<file path="config.mk">
export PLATFORM = sky130hd
export DESIGN_NAME = mvs_front
export DESIGN_NICKNAME = d
export VERILOG_FILES = /design/src/design/mvs_pkg.sv /design/src/design/mvs_front.sv
export SDC_FILE = /design/constraint.sdc
export NUM_CORES = 2
export LEC_CHECK = 0
export ABC_AREA = 1
export BUFFER_PORTS_ARGS = -buffer_cell sky130_fd_sc_hd__buf_4
export CAP_MARGIN = 20
export CORE_ASPECT_RATIO = 0.7
export CORE_UTILIZATION = 50
export DETAILED_ROUTE_END_ITERATION = 8
export HOLD_SLACK_MARGIN = 0.02
export PLACE_DENSITY = 0.69
export SLEW_MARGIN = 20
export SYNTH_ARGS = -nofsm -noshare
export SYNTH_HDL_FRONTEND = slang
export SYNTH_SLANG_ARGS = --single-unit
</file>
<file path="constraint.sdc">
create_clock -name aclk -period 19.31 [get_ports aclk]
set_input_delay 1.931 -clock aclk [delete_from_list [all_inputs] [get_ports aclk]]
set_output_delay 1.931 -clock aclk [all_outputs]
set_load 0.005 [all_outputs]
</file>
<file path="src/design/mvs_pkg.sv">
// mvs_pkg.sv: shared types, widths and codes for the motion vector scaler
`default_nettype none

package mvs_pkg;

    // fixed-point format of the scale factors
    localparam int FRAC_BITS = 16;

    localparam int VEC_W   = 16;
    localparam int SAD_W   = 31;
    localparam int ROOM_W  = 16;
    localparam int SCALE_W = 24;
    localparam int PEL_W   = 3;
    localparam int SHIFT_W = 5;
    localparam int CFG_W   = 31;
    localparam int IDX_W   = 3;

    localparam int FIFO_DEPTH = 4;

    // room bound: pel times room, negated on the low side
    localparam int BND_W  = ROOM_W + PEL_W + 1;
    // sad times horizontal factor, split for the second multiply
    localparam int SADX_W = SAD_W + SCALE_W;
    localparam int P_LO_W = 32;
    localparam int P_HI_W = SADX_W - P_LO_W;

    localparam logic [SAD_W-1:0] SAD_MAX = '1;

    typedef enum logic [1:0] {
        MODE_INC  = 2'd0,
        MODE_DEC  = 2'd1,
        MODE_VEC  = 2'd2,
        MODE_PASS = 2'd3
    } mode_t;

    typedef enum logic [IDX_W-1:0] {
        REG_MODE     = 3'd0,
        REG_SCALE_X  = 3'd1,
        REG_SCALE_Y  = 3'd2,
        REG_ADJUST   = 3'd3,
        REG_SHIFT    = 3'd4,
        REG_PEL      = 3'd5,
        REG_FALLBACK = 3'd6
    } reg_idx_t;

    // how the back end treats an item
    typedef enum logic [1:0] {
        KIND_SCALE,
        KIND_ROOM,
        KIND_PASS
    } kind_t;

    localparam logic [SCALE_W-1:0] SCALE_RESET    = SCALE_W'(1 << FRAC_BITS);
    localparam logic [PEL_W-1:0]   PEL_RESET      = PEL_W'(1);
    localparam logic [SAD_W-1:0]   FALLBACK_RESET = SAD_W'(65536);

    typedef struct packed {
        mode_t                     mode;
        logic [SCALE_W-1:0]        scale_x;
        logic [SCALE_W-1:0]        scale_y;
        logic                      adjust_subpel;
        logic signed [SHIFT_W-1:0] bit_shift;
        logic [PEL_W-1:0]          pel;
        logic [SAD_W-1:0]          fallback_sad;
    } cfg_t;

    typedef struct packed {
        logic signed [VEC_W-1:0]  vec_x;
        logic signed [VEC_W-1:0]  vec_y;
        logic [SAD_W-1:0]         block_sad;
        logic signed [ROOM_W-1:0] room_left;
        logic signed [ROOM_W-1:0] room_right;
        logic signed [ROOM_W-1:0] room_top;
        logic signed [ROOM_W-1:0] room_bottom;
    } in_item_t;

    typedef struct packed {
        logic signed [VEC_W-1:0] out_x;
        logic signed [VEC_W-1:0] out_y;
        logic [SAD_W-1:0]        out_sad;
        logic                    out_of_frame;
    } out_item_t;

    // classified request as it waits between front and back
    typedef struct packed {
        kind_t                   kind;
        logic                    scale_vec;
        logic signed [VEC_W-1:0] vec_x;
        logic signed [VEC_W-1:0] vec_y;
        logic                    neg_x;
        logic                    neg_y;
        logic [VEC_W-1:0]        mag_x;
        logic [VEC_W-1:0]        mag_y;
        logic [SAD_W-1:0]        sad;
        logic [SADX_W-1:0]       sad_px;
        logic signed [BND_W-1:0] x_lo;
        logic signed [BND_W-1:0] x_hi;
        logic signed [BND_W-1:0] y_lo;
        logic signed [BND_W-1:0] y_hi;
    } q_entry_t;

endpackage

`default_nettype wire

</file>
<file path="src/design/mvs_front.sv">
// mvs_front.sv: request intake, mode classification and first products
`default_nettype none

module mvs_front (
    input  wire logic              aclk,
    input  wire logic              aresetn,
    input  wire mvs_pkg::cfg_t     cfg,
    input  wire logic              s_valid,
    output logic                   s_ready,
    input  wire mvs_pkg::in_item_t s_data,
    output logic                   push,
    output mvs_pkg::q_entry_t      push_data,
    input  wire logic              fifo_full
);
    import mvs_pkg::*;

    logic     valid_reg;
    logic     valid_next;
    q_entry_t entry_reg;
    q_entry_t entry_next;
    logic     accept;

    logic signed [BND_W-1:0] pel_s;

    assign push    = valid_reg && !fifo_full;
    assign s_ready = !valid_reg || !fifo_full;
    assign accept  = s_valid && s_ready;

    always_comb begin
        pel_s = BND_W'({1'b0, cfg.pel});

        entry_next.vec_x = s_data.vec_x;
        entry_next.vec_y = s_data.vec_y;
        entry_next.neg_x = s_data.vec_x[VEC_W-1];
        entry_next.neg_y = s_data.vec_y[VEC_W-1];
        entry_next.mag_x = s_data.vec_x[VEC_W-1] ? VEC_W'(-s_data.vec_x)
                                                 : VEC_W'(s_data.vec_x);
        entry_next.mag_y = s_data.vec_y[VEC_W-1] ? VEC_W'(-s_data.vec_y)
                                                 : VEC_W'(s_data.vec_y);
        entry_next.sad    = s_data.block_sad;
        entry_next.sad_px = SADX_W'(s_data.block_sad) * SADX_W'(cfg.scale_x);

        entry_next.x_lo = -(pel_s * BND_W'(s_data.room_left));
        entry_next.x_hi = pel_s * BND_W'(s_data.room_right);
        entry_next.y_lo = -(pel_s * BND_W'(s_data.room_top));
        entry_next.y_hi = pel_s * BND_W'(s_data.room_bottom);

        unique case (cfg.mode)
            MODE_INC, MODE_DEC: begin
                entry_next.kind      = KIND_SCALE;
                entry_next.scale_vec = !cfg.adjust_subpel;
            end
            MODE_VEC: begin
                entry_next.kind      = KIND_ROOM;
                entry_next.scale_vec = 1'b1;
            end
            MODE_PASS: begin
                entry_next.kind      = KIND_PASS;
                entry_next.scale_vec = 1'b0;
            end
            default: begin
                entry_next.kind      = KIND_PASS;
                entry_next.scale_vec = 1'b0;
            end
        endcase
    end

    always_comb begin
        valid_next = valid_reg;
        if (accept) begin
            valid_next = 1'b1;
        end else if (push) begin
            valid_next = 1'b0;
        end
    end

    always_ff @(posedge aclk) begin
        if (!aresetn) begin
            valid_reg <= 1'b0;
        end else begin
            valid_reg <= valid_next;
        end
        if (accept) begin
            entry_reg <= entry_next;
        end
    end

    assign push_data = entry_reg;

endmodule

`default_nettype wire

</file>
==> impl_metrics.yaml <==
grt:
  grt_max_degree: 157
  grt_use_met1_pct: 40.77
  grt_pass1_vias: 33995
  grt.busiest_layer: "met2"
  use_met3_pct: 5.482
  met2_usage_pct: 42.65
  grt_overflow: 0
  antenna_found_initial: 3
  grt_use_total_pct: 27.77
  grt_pass1_wl_mm: 184.1
timing:
  final_hold_viol_count: 0
  slew_viol_final: 0
  fin_setup_tns_ps: 0
  skew_ps: 10.75
  post-route-period-util_pct: 40.58
  setup_viol_count_final: 0
  clock.fmax_ghz: 0.1276
  worst_pin_slew_ps: 981.1
  period_minus_slack_ps: 7836
  rsz0062_at_grt: "no"
  max_slew_margin_pct: 34.60
  setup_slack_ps: 11470
clock_network:
  numCtsBuffers: 27
  h-tree-depth: 1
  tritoncts: "yes"
  post-cts-setup-buffer-count: 0
  clkSinkCount: 232
  clk_pin_slew_ps: 60
  clk_latency_ps: 590
  ctsHoldBuffers: 0
  cts_max_path_buffers: 3
  cts_root_buf: "clkbuf_16"
  cts_resized: 0
route:
  first_pass_iters: 6
  remaining_drc_errors: 0
  wl_per_cell_um: 17.11
  antenna_left: 0
  viasPerCell: 5.003
  drt_iter0_drc: 2911
  vias: 33242
  drt_wl_total_mm: 113.6
cells_and_area:
  drive_above_1_share_pct: 8.573
  fin_nets: 6823
  largest_reg_flops: 231
  diodes: 0
  finish.utilization_pct: 56.17
  area_growth_syn_to_layout_pct: 11.11
logic_synthesis:
  async_flop_share_pct: 0
  syn_inst: 5277
  syn_area_um2: 41690
  ys.flop_type: "edfxtp_1"
  yosysSeqAreaShare_pct: 16.69
  synth-edff-count: 231
  syn_nets: 6555
  ys_warn_count: 0
  avgSynthCellArea_um2: 7.900
  yosys_register_bits: 232
  ys_types: 39
hold_path:
  hold_path_class: "reg -> reg"
  min_from: "valid_reg"
  hold_end: "valid_reg"
  hold_path_depth: 2
place:
  dp_worst_setup_slack_ps: 11040
  place_hpwl_mm: 87.30
  gp_congestion: 0.9553
  portBuffers: 397
critical_path:
  path_class: "in -> reg"
  crit_required_ps: 19650
  ff2ff_setup_slack_ps: 16700
  crit_arrival_ps: 8180
  path_max_fanout: 31
  start_kind: "input port"
  endpoint_kind: "flip-flop"
  reg2regPathDepth: 3
  reg2reg_to: "push_data[124]"
  r2r-start: "valid_reg"
floorplanning:
  die_h_um: 243.6
  num_rows: 88
  start_util_pct: 50.55
  core_area_um2: 82470
  fp.dieArea_um2: 84550
  ioPinCount: 458
  die_w_um: 347.1
job:
  maxCapViolations: 0
status:
  status: "finished clean"
==> cell usage after synthesis, types with 9 or more instances <==
master	count	area share, %
nor3_1	22	0.26
xor2_1	77	1.6
inv_1	1702	15
edfxtp_1	231	17
o21bai_1	14	0.25
nand3b_1	10	0.18
nand4_1	21	0.32
nand2_1	1502	14
a21boi_0	9	0.16
ha_1	355	11
a21oi_1	93	1.1
nor2_2	12	0.18
a21o_1	12	0.22
fa_1	702	34
o21ai_0	42	0.50
nand3_1	89	1.1
xnor2_1	28	0.59
clkbuf_1	156	1.4
nor2_1	142	1.3
==> metrics by stage <==
step / hold slack [ps] / instance area (um^2) / std cells
6_report: 542.2 / 46320 / 6644
5_1_grt: 594.9 / 46320 / 6644
4_1_cts: 551.0 / 46320 / 6644
3_5_place_dp: 541.5 / 45450 / 6596
3_3_place_gp: 536.4 / 45450 / 6596
2_1_floorplan: 500.3 / 41690 / 5277
==> metal layers <==
metal  up-vias  routed length [um]  part of all wire, %
li1      15556                   -                    -
met1     16066               50520                   44
met2      1446               49270                   43
met3       170               11350                   10
met4         4                2474                  2.2
met5         -                  27                0.024
==> placed cells by master, fill, tap and decap left out, types with 3 or more instances in the layout <==
cell type   synthesis  routed
o21ai_1             7       7
nor2_1            142     142
ha_1              355     355
a21o_1             12      12
a21boi_0            9       9
nand3_1            89      89
nor3_1             22      22
clkbuf_16           0      27
clkinvlp_4          0       3
o21ai_2             6       6
nor4_1              6       6
xor2_1             77      77
and2_1              3       3
clkinv_1            0       3
bufinv_16           0       3
nand2_1          1502    1502
nand4_1            21      21
a31oi_1             8       8
fa_1              702     702
clkbuf_1          156       3
o21ai_0            42      42
nor2_2             12      12
xnor2_1            28      28
nand2_2             6       6
nor3_2              3       3
a21oi_1            93      92
edfxtp_1          231     231
clkinv_2            0       6
o21bai_1           14      14
nand3b_1           10      10
buf_4               4     399
inv_1            1702    1702
==> layout make-up <==
type,instances,area (um^2)
fillers,7573,36150
multi-input cells,3181,27730
flip-flops and latches,232,6957
inverters,1703,6392
repair buffers,400,3015
well taps,1080,1351
clock buffers,30,686.9
clock inverters,18,185.2
==> how the worst max path moves through the flow <==
stage | slack (ps) | cells after the start | startpoint | endpoint
6_report | 11470 | 23 | cfg[82] | push_data[126]
5_1_grt | 11250 | 24 | s_data[88] | push_data[126]
4_1_cts | 11660 | 22 | cfg[74] | push_data[126]
3_5_place_dp | 11040 | 24 | s_data[79] | push_data[122]
3_3_place_gp | 11100 | 24 | cfg[67] | push_data[122]
2_1_floorplan | 5360 | 2 | s_valid | push_data[0]
==> worst max-delay path: stages <==
cell and delay, ps:
buf_4 490, nand2_1 160, fa_1 570, inv_1 50, fa_1 580, fa_1 470
fa_1 550, fa_1 470, fa_1 510, inv_1 60, fa_1 480, inv_1 40
ha_1 390, nand2_1 100, nand2_1 150, nand2_1 100, nand2_1 90, a21oi_1 220
nor2_1 60, nor2_1 340, nand3_1 150, nand2_1 90, nand2_1 70
==> kinds of logic after synthesis <==
family | Yosys count | share of synthesized area, %
XOR/XNOR | 105 | 2.206
AND/OR/NAND/NOR | 1821 | 17.20
adder cells (fa/ha/maj) | 1057 | 44.37
AO/OA/AOI/OAI | 198 | 2.722
buffers and inverters | 1864 | 16.82
flip-flops | 232 | 16.69
Power is left out: the tool's default activity adds up to more than one toggle a clock period on the data nets, which glitch-free logic cannot reach.
